File: config.mk
export PLATFORM = sky130hd
export DESIGN_NAME = pedal_throttle_plausibility_core
export DESIGN_NICKNAME = d
export VERILOG_FILES = /design/src/rtl/ptp_pkg.sv /design/src/rtl/ptp_table.sv /design/src/rtl/ptp_mac.sv /design/src/rtl/pedal_throttle_plausibility_core.sv
export SDC_FILE = /design/constraint.sdc
export NUM_CORES = 2
export LEC_CHECK = 0
export BUFFER_PORTS_ARGS = -buffer_cell sky130_fd_sc_hd__buf_4
export CORE_AREA = 5 5 433 435
export DETAILED_ROUTE_END_ITERATION = 7
export DIE_AREA = 0 0 438 440
export SLEW_MARGIN = 20
export SYNTH_ARGS = -nofsm -noshare
export SYNTH_HDL_FRONTEND = slang
export SYNTH_SLANG_ARGS = --single-unit
File: constraint.sdc
create_clock -name i_clk -period 21 [get_ports i_clk]
set_clock_uncertainty 0.2 [all_clocks]
set_input_delay 2.1 -clock i_clk [delete_from_list [all_inputs] [get_ports i_clk]]
set_output_delay 2.1 -clock i_clk [all_outputs]
set_load 0.01 [all_outputs]
File: src/rtl/ptp_pkg.sv
// Shared constants, types and helpers of the pedal throttle plausibility block.
package ptp_pkg;

    // Table geometry and overlap levels
    localparam int SEGMENTS           = 8;
    localparam int OVERLAP_SET_LEVEL  = 250;
    localparam int OVERLAP_HOLD_LEVEL = 50;
    localparam int TBL_DEPTH          = 2 * SEGMENTS;
    localparam int ADDR_W             = $clog2(TBL_DEPTH);
    localparam int SEG_W              = (SEGMENTS > 1) ? $clog2(SEGMENTS) : 1;

    // Field widths
    localparam int SAMPLE_W   = 12;
    localparam int BP_W       = 13;
    localparam int COEF_W     = 32;
    localparam int PM_W       = 10;
    localparam int TOL_W      = 7;
    localparam int TSEG_W     = 3;
    localparam int CFG_IDX_W  = 3;
    localparam int CFG_DATA_W = 12;
    localparam int FRAC_W     = 16;
    localparam int PROD_W     = COEF_W + SAMPLE_W + 1;
    localparam int SUM_W      = PROD_W + 1;
    localparam int WHOLE_W    = SUM_W - 1 - FRAC_W;

    localparam logic [PM_W-1:0]  PERMILLE_FULL = PM_W'(1000);
    localparam logic [SEG_W-1:0] LAST_SEG      = SEG_W'(SEGMENTS - 1);

    // Configuration register indexes
    typedef enum logic [CFG_IDX_W-1:0] {
        REG_P1_MIN      = 3'd0,
        REG_P1_MAX      = 3'd1,
        REG_P2_MIN      = 3'd2,
        REG_P2_MAX      = 3'd3,
        REG_TOL         = 3'd4,
        REG_BRAKE_ACT   = 3'd5,
        REG_BRAKE_SHORT = 3'd6
    } t_reg_idx;

    // Item operation codes
    typedef enum logic {
        OP_SAMPLE      = 1'b0,
        OP_TABLE_WRITE = 1'b1
    } t_op;

    // Sequencer states
    typedef enum logic [2:0] {
        S_IDLE,
        S_LAST,
        S_SCAN,
        S_ADD,
        S_SAVE,
        S_FIN
    } t_state;

    // One calibration table entry
    typedef struct packed {
        logic        [BP_W-1:0]   bp;
        logic signed [COEF_W-1:0] slope;
        logic signed [COEF_W-1:0] offset;
    } t_entry;

    // Stage enables of the shared multiply-add unit
    typedef struct packed {
        logic mul_en;
        logic add_en;
    } t_mac_ctl;

    // Table address of a segment of one sensor, sensor-major
    function automatic logic [ADDR_W-1:0] tbl_addr(input logic sensor,
                                                   input logic [SEG_W-1:0] seg);
        return sensor ? ADDR_W'(SEGMENTS) + ADDR_W'(seg) : ADDR_W'(seg);
    endfunction

endpackage

File: src/rtl/ptp_table.sv
// Calibration table memory: one write port, one registered read port.
module ptp_table
    import ptp_pkg::*;
(
    input  logic              i_clk,
    input  logic              i_we,
    input  logic [ADDR_W-1:0] i_waddr,
    input  t_entry            i_wdata,
    input  logic              i_re,
    input  logic [ADDR_W-1:0] i_raddr,
    output t_entry            o_rdata
);

    t_entry r_mem [TBL_DEPTH];
    t_entry r_rdata;

    // Write port
    always_ff @(posedge i_clk) begin
        if (i_we) begin
            r_mem[i_waddr] <= i_wdata;
        end
    end

    // Read port; the data holds while no read is issued.
    always_ff @(posedge i_clk) begin
        if (i_re) begin
            r_rdata <= r_mem[i_raddr];
        end
    end

    assign o_rdata = r_rdata;

endmodule

File: src/rtl/ptp_mac.sv
// Shared multiply-add-clamp unit that maps a reading through one table segment.
module ptp_mac
    import ptp_pkg::*;
(
    input  logic                     i_clk,
    input  t_mac_ctl                 i_ctl,
    input  logic signed [COEF_W-1:0] i_slope,
    input  logic signed [COEF_W-1:0] i_offset,
    input  logic [SAMPLE_W-1:0]      i_reading,
    output logic [PM_W-1:0]          o_permille
);

    logic signed [PROD_W-1:0] r_prod;
    logic signed [COEF_W-1:0] r_off;
    logic [PM_W-1:0]          r_permille;
    logic signed [SUM_W-1:0]  n_sum;
    logic [WHOLE_W-1:0]       n_whole;
    logic [PM_W-1:0]          n_permille;

    // Stage one: slope times reading, offset kept beside it
    always_ff @(posedge i_clk) begin
        if (i_ctl.mul_en) begin
            r_prod <= i_slope * $signed({1'b0, i_reading});
            r_off  <= i_offset;
        end
    end

    // Stage two: add offset, drop the fraction and clamp to 0..1000
    always_comb begin
        n_sum   = SUM_W'(r_prod) + SUM_W'(r_off);
        n_whole = n_sum[SUM_W-2:FRAC_W];
        if (n_sum[SUM_W-1]) begin
            n_permille = '0;
        end else if (n_whole > WHOLE_W'(PERMILLE_FULL)) begin
            n_permille = PERMILLE_FULL;
        end else begin
            n_permille = n_whole[PM_W-1:0];
        end
    end

    always_ff @(posedge i_clk) begin
        if (i_ctl.add_en) begin
            r_permille <= n_permille;
        end
    end

    assign o_permille = r_permille;

endmodule

File: src/rtl/pedal_throttle_plausibility_core.sv
// Top level of the pedal throttle plausibility block: sequencer, checks and result register.
//
// Usage: an item on the input channel (i_in_valid / o_in_ready) either writes one
// calibration table entry (operation 1) or processes one sample of two pedal readings
// and one brake reading (operation 0). A sample gives one result item on the output
// channel (o_out_valid / i_out_ready); a table write gives none.
// Configuration registers are written through i_cfg_we / i_cfg_idx / i_cfg_data while
// the block is idle.
// Sequence: each pedal reading first checks the last breakpoint of its table, then
// scans segments one per cycle through the table's single read port, and the hit
// segment goes through the shared two-stage multiply-add unit. A reading at or above
// the last breakpoint skips the scan and maps to full scale. The block takes no new
// item while a sample is in work.
// The result sits in an output register; the next item is accepted while it waits.
// If the receiver stalls, a finished sample waits in its last step until the
// output register is free.
// Reset clears the configuration registers to their defaults and the overlap latch;
// the calibration table is undefined until written.
module pedal_throttle_plausibility_core
    import ptp_pkg::*;
(
    input  logic                    i_clk,
    input  logic                    i_rst_n,
    // Configuration write port
    input  logic                    i_cfg_we,
    input  logic [CFG_IDX_W-1:0]    i_cfg_idx,
    input  logic [CFG_DATA_W-1:0]   i_cfg_data,
    // Input channel
    input  logic                    i_in_valid,
    output logic                    o_in_ready,
    input  logic                    i_operation,
    input  logic [SAMPLE_W-1:0]     i_pedal1_sample,
    input  logic [SAMPLE_W-1:0]     i_pedal2_sample,
    input  logic [SAMPLE_W-1:0]     i_brake_sample,
    input  logic                    i_table_sensor,
    input  logic [TSEG_W-1:0]       i_table_segment,
    input  logic [BP_W-1:0]         i_segment_breakpoint,
    input  logic signed [COEF_W-1:0] i_segment_slope,
    input  logic signed [COEF_W-1:0] i_segment_offset,
    // Output channel
    output logic                    o_out_valid,
    input  logic                    i_out_ready,
    output logic [PM_W-1:0]         o_throttle_permille,
    output logic [PM_W-1:0]         o_pedal1_permille,
    output logic [PM_W-1:0]         o_pedal2_permille,
    output logic                    o_brake_on,
    output logic                    o_throttle_on,
    output logic                    o_pedal_fault,
    output logic                    o_overlap_fault,
    output logic                    o_brake_short
);

    // Configuration registers
    logic [SAMPLE_W-1:0] r_p1_min, r_p1_max, r_p2_min, r_p2_max;
    logic [SAMPLE_W-1:0] r_brake_act, r_brake_short;
    logic [TOL_W-1:0]    r_tol;

    always_ff @(posedge i_clk) begin
        if (!i_rst_n) begin
            r_p1_min      <= '0;
            r_p1_max      <= '1;
            r_p2_min      <= '0;
            r_p2_max      <= '1;
            r_tol         <= TOL_W'(10);
            r_brake_act   <= '0;
            r_brake_short <= '1;
        end else if (i_cfg_we) begin
            case (t_reg_idx'(i_cfg_idx))
                REG_P1_MIN:      r_p1_min      <= i_cfg_data;
                REG_P1_MAX:      r_p1_max      <= i_cfg_data;
                REG_P2_MIN:      r_p2_min      <= i_cfg_data;
                REG_P2_MAX:      r_p2_max      <= i_cfg_data;
                REG_TOL:         r_tol         <= i_cfg_data[TOL_W-1:0];
                REG_BRAKE_ACT:   r_brake_act   <= i_cfg_data;
                REG_BRAKE_SHORT: r_brake_short <= i_cfg_data;
                default: ;
            endcase
        end
    end

    // Sequencer and sample registers
    t_state              r_state, n_state;
    logic                r_sensor, n_sensor;
    logic [SEG_W-1:0]    r_seg, n_seg;
    logic [SAMPLE_W-1:0] r_r1, r_r2, r_brake;
    logic [PM_W-1:0]     r_p1, r_p2;
    logic                r_overlap;

    // Output register
    logic                r_o_valid;
    logic [PM_W-1:0]     r_o_throttle, r_o_p1, r_o_p2;
    logic                r_o_brake_on, r_o_throttle_on, r_o_fault, r_o_short;

    // Table and shared unit
    t_entry              tbl_rdata, tbl_wdata;
    logic                tbl_we, rd_en;
    logic [ADDR_W-1:0]   rd_addr, tbl_waddr;
    t_mac_ctl            mac_ctl;
    logic [PM_W-1:0]     mac_pm;
    logic [SAMPLE_W-1:0] cur_reading;
    logic                below_bp;
    logic                save_en, fin_en, out_free;
    logic [PM_W-1:0]     save_val;

    assign cur_reading = r_sensor ? r_r2 : r_r1;
    assign below_bp    = {1'b0, cur_reading} < tbl_rdata.bp;
    assign out_free    = !r_o_valid || i_out_ready;

    assign tbl_waddr = tbl_addr(i_table_sensor, SEG_W'(i_table_segment));
    assign tbl_wdata = '{bp: i_segment_breakpoint, slope: i_segment_slope,
                         offset: i_segment_offset};

    ptp_table u_table (
        .i_clk   (i_clk),
        .i_we    (tbl_we),
        .i_waddr (tbl_waddr),
        .i_wdata (tbl_wdata),
        .i_re    (rd_en),
        .i_raddr (rd_addr),
        .o_rdata (tbl_rdata)
    );

    ptp_mac u_mac (
        .i_clk      (i_clk),
        .i_ctl      (mac_ctl),
        .i_slope    (tbl_rdata.slope),
        .i_offset   (tbl_rdata.offset),
        .i_reading  (cur_reading),
        .o_permille (mac_pm)
    );

    // State register
    always_ff @(posedge i_clk) begin
        if (!i_rst_n) begin
            r_state <= S_IDLE;
        end else begin
            r_state <= n_state;
        end
    end

    // Next state and step controls
    always_comb begin
        n_state    = r_state;
        n_sensor   = r_sensor;
        n_seg      = r_seg;
        o_in_ready = 1'b0;
        tbl_we     = 1'b0;
        rd_en      = 1'b0;
        rd_addr    = tbl_addr(r_sensor, LAST_SEG);
        mac_ctl    = '0;
        save_en    = 1'b0;
        save_val   = PERMILLE_FULL;
        fin_en     = 1'b0;
        case (r_state)
            S_IDLE: begin
                // No item is taken while reset is held.
                o_in_ready = i_rst_n;
                if (i_in_valid && i_rst_n) begin
                    if (t_op'(i_operation) == OP_TABLE_WRITE) begin
                        tbl_we = int'(i_table_segment) < SEGMENTS;
                    end else begin
                        n_sensor = 1'b0;
                        rd_en    = 1'b1;
                        rd_addr  = tbl_addr(1'b0, LAST_SEG);
                        n_state  = S_LAST;
                    end
                end
            end
            S_LAST: begin
                if (!below_bp) begin
                    // Reading at or above the last breakpoint maps to full scale.
                    save_en = 1'b1;
                    if (!r_sensor) begin
                        n_sensor = 1'b1;
                        rd_en    = 1'b1;
                        rd_addr  = tbl_addr(1'b1, LAST_SEG);
                        n_state  = S_LAST;
                    end else begin
                        n_state = S_FIN;
                    end
                end else begin
                    n_seg   = '0;
                    rd_en   = 1'b1;
                    rd_addr = tbl_addr(r_sensor, '0);
                    n_state = S_SCAN;
                end
            end
            S_SCAN: begin
                // The last segment always hits once the last-breakpoint check failed.
                if (below_bp || r_seg == LAST_SEG) begin
                    mac_ctl.mul_en = 1'b1;
                    n_state        = S_ADD;
                end else begin
                    n_seg   = r_seg + 1'b1;
                    rd_en   = 1'b1;
                    rd_addr = tbl_addr(r_sensor, r_seg + 1'b1);
                end
            end
            S_ADD: begin
                mac_ctl.add_en = 1'b1;
                n_state        = S_SAVE;
            end
            S_SAVE: begin
                save_en  = 1'b1;
                save_val = mac_pm;
                if (!r_sensor) begin
                    n_sensor = 1'b1;
                    rd_en    = 1'b1;
                    rd_addr  = tbl_addr(1'b1, LAST_SEG);
                    n_state  = S_LAST;
                end else begin
                    n_state = S_FIN;
                end
            end
            S_FIN: begin
                if (out_free) begin
                    fin_en  = 1'b1;
                    n_state = S_IDLE;
                end
            end
            default: begin
                n_state = S_IDLE;
            end
        endcase
    end

    // Sample and per-sensor result registers
    always_ff @(posedge i_clk) begin
        r_sensor <= n_sensor;
        r_seg    <= n_seg;
        if (r_state == S_IDLE && i_in_valid) begin
            r_r1    <= i_pedal1_sample;
            r_r2    <= i_pedal2_sample;
            r_brake <= i_brake_sample;
        end
        if (save_en) begin
            if (r_sensor) begin
                r_p2 <= save_val;
            end else begin
                r_p1 <= save_val;
            end
        end
    end

    // Average, agreement and range checks, brake levels and overlap latch
    logic [PM_W:0]   sum_p;
    logic [PM_W-1:0] avg, diff;
    logic [PM_W:0]   tol_lim;
    logic            agree_fault, range_fault, brake_on, n_overlap;

    always_comb begin
        sum_p   = {1'b0, r_p1} + {1'b0, r_p2};
        avg     = sum_p[PM_W:1];
        diff    = (r_p1 > r_p2) ? r_p1 - r_p2 : r_p2 - r_p1;
        // diff / 10 > tol is the same as diff >= 10 * tol + 10.
        tol_lim = (PM_W+1)'({r_tol, 3'b000}) + (PM_W+1)'({r_tol, 1'b0})
                + (PM_W+1)'(10);
        agree_fault = {1'b0, diff} >= tol_lim;
        range_fault = r_r2 > r_p2_max || r_r2 < r_p2_min
                   || r_r1 > r_p1_max || r_r1 < r_p1_min;
        brake_on    = r_brake > r_brake_act;
        if (r_overlap) begin
            n_overlap = avg >= PM_W'(OVERLAP_HOLD_LEVEL);
        end else begin
            n_overlap = avg > PM_W'(OVERLAP_SET_LEVEL) && brake_on;
        end
    end

    always_ff @(posedge i_clk) begin
        if (!i_rst_n) begin
            r_overlap <= 1'b0;
            r_o_valid <= 1'b0;
        end else begin
            if (fin_en) begin
                r_overlap <= n_overlap;
                r_o_valid <= 1'b1;
            end else if (i_out_ready) begin
                r_o_valid <= 1'b0;
            end
        end
    end

    // Result payload
    always_ff @(posedge i_clk) begin
        if (fin_en) begin
            r_o_throttle    <= avg;
            r_o_p1          <= r_p1;
            r_o_p2          <= r_p2;
            r_o_brake_on    <= brake_on;
            r_o_throttle_on <= avg != '0;
            r_o_fault       <= range_fault || agree_fault;
            r_o_short       <= r_brake > r_brake_short;
        end
    end

    assign o_out_valid         = r_o_valid;
    assign o_throttle_permille = r_o_throttle;
    assign o_pedal1_permille   = r_o_p1;
    assign o_pedal2_permille   = r_o_p2;
    assign o_brake_on          = r_o_brake_on;
    assign o_throttle_on       = r_o_throttle_on;
    assign o_pedal_fault       = r_o_fault;
    assign o_overlap_fault     = r_overlap;
    assign o_brake_short       = r_o_short;

    // Per-sensor values never exceed full scale.
    a_pm_range: assert property (@(posedge i_clk) disable iff (!i_rst_n)
        o_out_valid |-> o_pedal1_permille <= PERMILLE_FULL
                     && o_pedal2_permille <= PERMILLE_FULL)
        else $error("per-sensor throttle above full scale");

    // The average lies between the two sensor values.
    a_avg_between: assert property (@(posedge i_clk) disable iff (!i_rst_n)
        o_out_valid |-> (o_throttle_permille >= o_pedal1_permille
                         || o_throttle_permille >= o_pedal2_permille)
                     && (o_throttle_permille <= o_pedal1_permille
                         || o_throttle_permille <= o_pedal2_permille))
        else $error("average outside the sensor values");

    // The overlap latch only sets with the brake on and throttle above the set level.
    a_overlap_set: assert property (@(posedge i_clk) disable iff (!i_rst_n)
        $rose(r_overlap) |-> r_o_brake_on
                          && r_o_throttle > PM_W'(OVERLAP_SET_LEVEL))
        else $error("overlap latch set without brake and throttle");

    // A new result is only loaded while the output register is free.
    a_no_overwrite: assert property (@(posedge i_clk) disable iff (!i_rst_n)
        o_out_valid && !i_out_ready |=> o_out_valid
                                     && $stable(o_pedal_fault)
                                     && $stable(r_overlap))
        else $error("pending result overwritten");

endmodule

==> results list <==
* Run status: finished, final reports clean
- Based on the critical path, the design can be clocked at up to about 120 MHz.
- Setup violations remaining at the end of the flow were counted as 0.
- CTS placed an instance of sky130_fd_sc_hd__clkbuf_16 at the clock tree root.
- Reg clk slew, reported paths: roughly 0.06 ns
- Number of gates on the worst path with buffers counted: 23
- Clock latency reported for the late side of the worst-skew pair: between 0.8 and 0.9 ns
- Of the cells placed in the final design, the portion with a size suffix greater than 1 is 8.70%.
- The initial utilization of the core area, before any placement, comes to 41.9%.
- Synthesized net count: 6740
- Worst hold margin: around 0.22 ns
* Endpoint of the most critical setup path: u_mac.r_prod[39]
- Vert. Die Dim: between 400 and 500 µm
- After routing, the total negative slack on setup checks comes to 0 ns.
- HPWL after DPL: 124000 µm
- Via count of the first global-routing pass: between 40000 and 50000
- The portion of synthesized area spent on multiplexers is less than 1%.
* Wire length per cell: approximately 24 µm
* Distinct cell type count after synthesis: 75
* Max transition margin: a little under a quarter
- Number of instances resized during post-cts repair: 0
- In the routed design, unresolved DRC markers number 0.
- For this run, the slowest stage of the critical path takes 0.96 ns.
- Crit path buffers/inverters: 4
* Wire length of the first global-routing pass: 312000 µm
- Summing the areas of all compound-gate instances in the mapped netlist gives between 10% and 20% of the synthesized area.
* Count of final max-slew check failures: 0
- The worst setup path is captured at a register.
* Number of hold buffers added after CTS: 0
- Tracing the worst setup path back leads to its startpoint at r_sensor.
- In this design, the critical path's most frequently occurring cell is sky130_fd_sc_hd__fa_1.
* Share of flip-flops with an asynchronous set or reset: 0%
* Worst setup SP type: register
* Largest net degree at the start of global routing: around 170
* Count of fill cells added during filler insertion: roughly 16000
- Number of warning messages in the yosys log: 0
* Gate count of the mapped netlist: around 6000
- After Yosys synthesis, full adders, half adders and majority gates account for approximately 13% of the synthesized area.
- For the worst setup path, the data required time is 21.36 ns.
- The count of nets left with antenna violations once routing finished came out at 0.
* Width of the chip: 438 µm
- The path class of the tightest hold or removal check is reg -> reg.
- Flip-flop and latch count after synthesis: between 1500 and 2000
- The H-tree generated during clock tree synthesis spans 4 levels.
* Share of the synthesized netlist area taken by xor and xnor gates: less than 1%
* Aggregate global-route resource usage: 21.4%
* Area added between synthesis and finish: 12.1%
- Across all layers, the routed design uses between 40000 and 50000 vias.
- Sinks on the clock net: ~1600
- Non-Filler Instances: ~8600
* Highest-count cells in the layout ignoring fill and taps: sky130_fd_sc_hd__edfxtp_1, sky130_fd_sc_hd__nand2_1, sky130_fd_sc_hd__inv_1
* Largest family of logic cells by synthesized area: adder cells
* Worst-path cell with the longest stage delay: sky130_fd_sc_hd__edfxtp_1
- Once placement completed, the tool counted placed cells totaling 8301.
- Core Box Area: about 0.18 mm²
* Gpl congestion: 0.875
- Leaving out fill and tap cells, the most frequent cell in the layout is sky130_fd_sc_hd__edfxtp_1.
- Traced cell by cell, the critical path runs through mux2_2, and2_1, fa_1, inv_1, fa_1, inv_1, fa_1, fa_1, inv_1, fa_1, inv_1, ha_1, o2111a_1, and2_1, a211oi_1, o211ai_1, a31oi_1, o21bai_1, a221oi_1, o31ai_1, o21a_1, nor2_1, xnor2_1.
- CTS tree: yes
- Once the clock tree was built, the setup fixing pass inserted 0 buffers.
* Classification of the worst setup path: reg -> reg
* Crit share post-route: approximately two fifths
- Yosys mapped a number of flops with a built-in enable equal to 1490.
- The startpoint identified for the worst register-to-register timing path is r_sensor.
- The number of hold violations in the final report is 0.
- Nets: about 6800
- Averaged over all synthesized cells, the footprint is 12.8 µm².
- The initialized floorplan defines about 160 standard-cell rows.
* Sum of routed wire length over all layers: between 200000 and 250000 µm
- After synthesis, flip-flops and latches occupy 60.7% of the total area.
- Setup repair after global routing left no endpoint under its margin.
- Clk buf depth: 3
- Summed over all layers, the global routing overflow is 0.
* First-pass iteration count of the detailed router: 6
- Initial detailed-routing violation count: 4333
* Inserted Clock Buffers: 164
- At the pin with the least slew margin, the transition time is between 1 and 1.5 ns.
* Crit path max fanout: 33
- Buffers placed on the I/O ports in this run total between 150 and 200.
- The die covers around 0.19 mm².
- In the routed layout, each cell is associated on average with a via count of 5.64.
- During I/O placement, the number of pins put on the boundary was ~180.
* Family of cells with the greatest summed delay on the critical path: adder cells
- Summing every instance area after synthesis gives around 0.076 mm².
* Capture instance of the worst register-to-register path: u_mac.r_prod[39]
* Min Clock Period, post-route: approximately 8.3 ns
* Antenna violations before repair: 17
- Most frequently used flop master after synthesis: sky130_fd_sc_hd__edfxtp_1
- Slack of the worst reg-to-reg path: roughly 13 ns
- Of the total synthesized cell area, the portion taken by AND, OR, NAND and NOR gates is a little under a tenth.
- Max-cap violations: 0
- The worst register-to-register path has a depth of 23.
* Final core occ: a little under half
- Arrival time of data at the critical path endpoint: between 8 and 9 ns
kinds of logic after synthesis:
kind of cell,Yosys count
buffers and inverters,902
AND/OR/NAND/NOR,1594
AO/OA/AOI/OAI,1187
XOR/XNOR,80
flip-flops,1574
adder cells (fa/ha/maj),617
multiplexers,31
metal layers:
layer  vias to the layer above  share of wire, %  global-route usage, %
li1                      21800                 -                      -
met1                     24800                43                   29.1
met2                      1624                48                   35.9
met3                       284               6.6                   3.50
met4                        12               2.3                   5.83
met5                         -             0.039                      0
metrics by stage:
stage          area (µm²)  setup WS [ns]
3_5_place_dp        80400          12.68
3_3_place_gp        80400          12.75
2_1_floorplan       76500          12.21
6_report            85700          12.66
5_1_grt             85700          12.27
4_1_cts             85700          12.64
worst min-delay path by stage:
stage,start,end,cells past startpoint
after CTS,u_table.o_rdata[3],u_mac.r_off[3],0
final,u_table.o_rdata[9],u_mac.r_off[9],0
after global placement,u_table.o_rdata[9],u_mac.r_off[9],0
after global routing,u_table.o_rdata[9],u_mac.r_off[9],0
after floorplan,u_table.o_rdata[0],u_mac.r_off[0],0
after detailed placement,u_table.o_rdata[9],u_mac.r_off[9],0
cells in the mapped netlist (all sizes together) (27+ instances only):
cell type	n	area [µm²]
edfxtp	1490	44700
nand2	1031	3870
inv	582	2180
fa	341	6830
ha	276	3450
clkbuf	259	973
a31oi	247	1550
o22ai	232	1450
a21oi	126	631
and2	125	782
nand3	102	510
nor2	99	372
nor2b	89	557
dfxtp	84	1680
o221ai	80	701
a221o	78	781
o21ai	77	385
o2bb2ai	76	666
buf	61	270
xnor2	61	534
a21o	60	450
a21boi	47	353
o211ai	46	345
nor3	37	185
nand2b	27	169
sequential cells by signal (all words and copies together), names as in the netlist, 12 cells and up:
register         cells
u_mac.r_prod        45
r_r2                12
u_table.r_mem     1232
r_p1_min            12
u_table.o_rdata     77
u_mac.r_off         32
r_brake             12
r_p1_max            12
r_r1                12
r_brake_act         12
r_p2_max            12
r_brake_short       12
r_p2_min            12
final cells by class:
class	instances	area [µm²]	share of cell area, %
inverter	582	2180	2.55
clock inverter	99	970	1.13
clock buffer	203	4380	5.11
multi-input combinational	3509	26900	31.3
timing repair buffer	251	1930	2.25
antenna	6	15.0	0.0175
tap	2385	2980	3.48
sequential	1574	46400	54.1
Power is not shown: default switching activity piles up to over one toggle a cycle in this logic, so the estimate is an artifact.
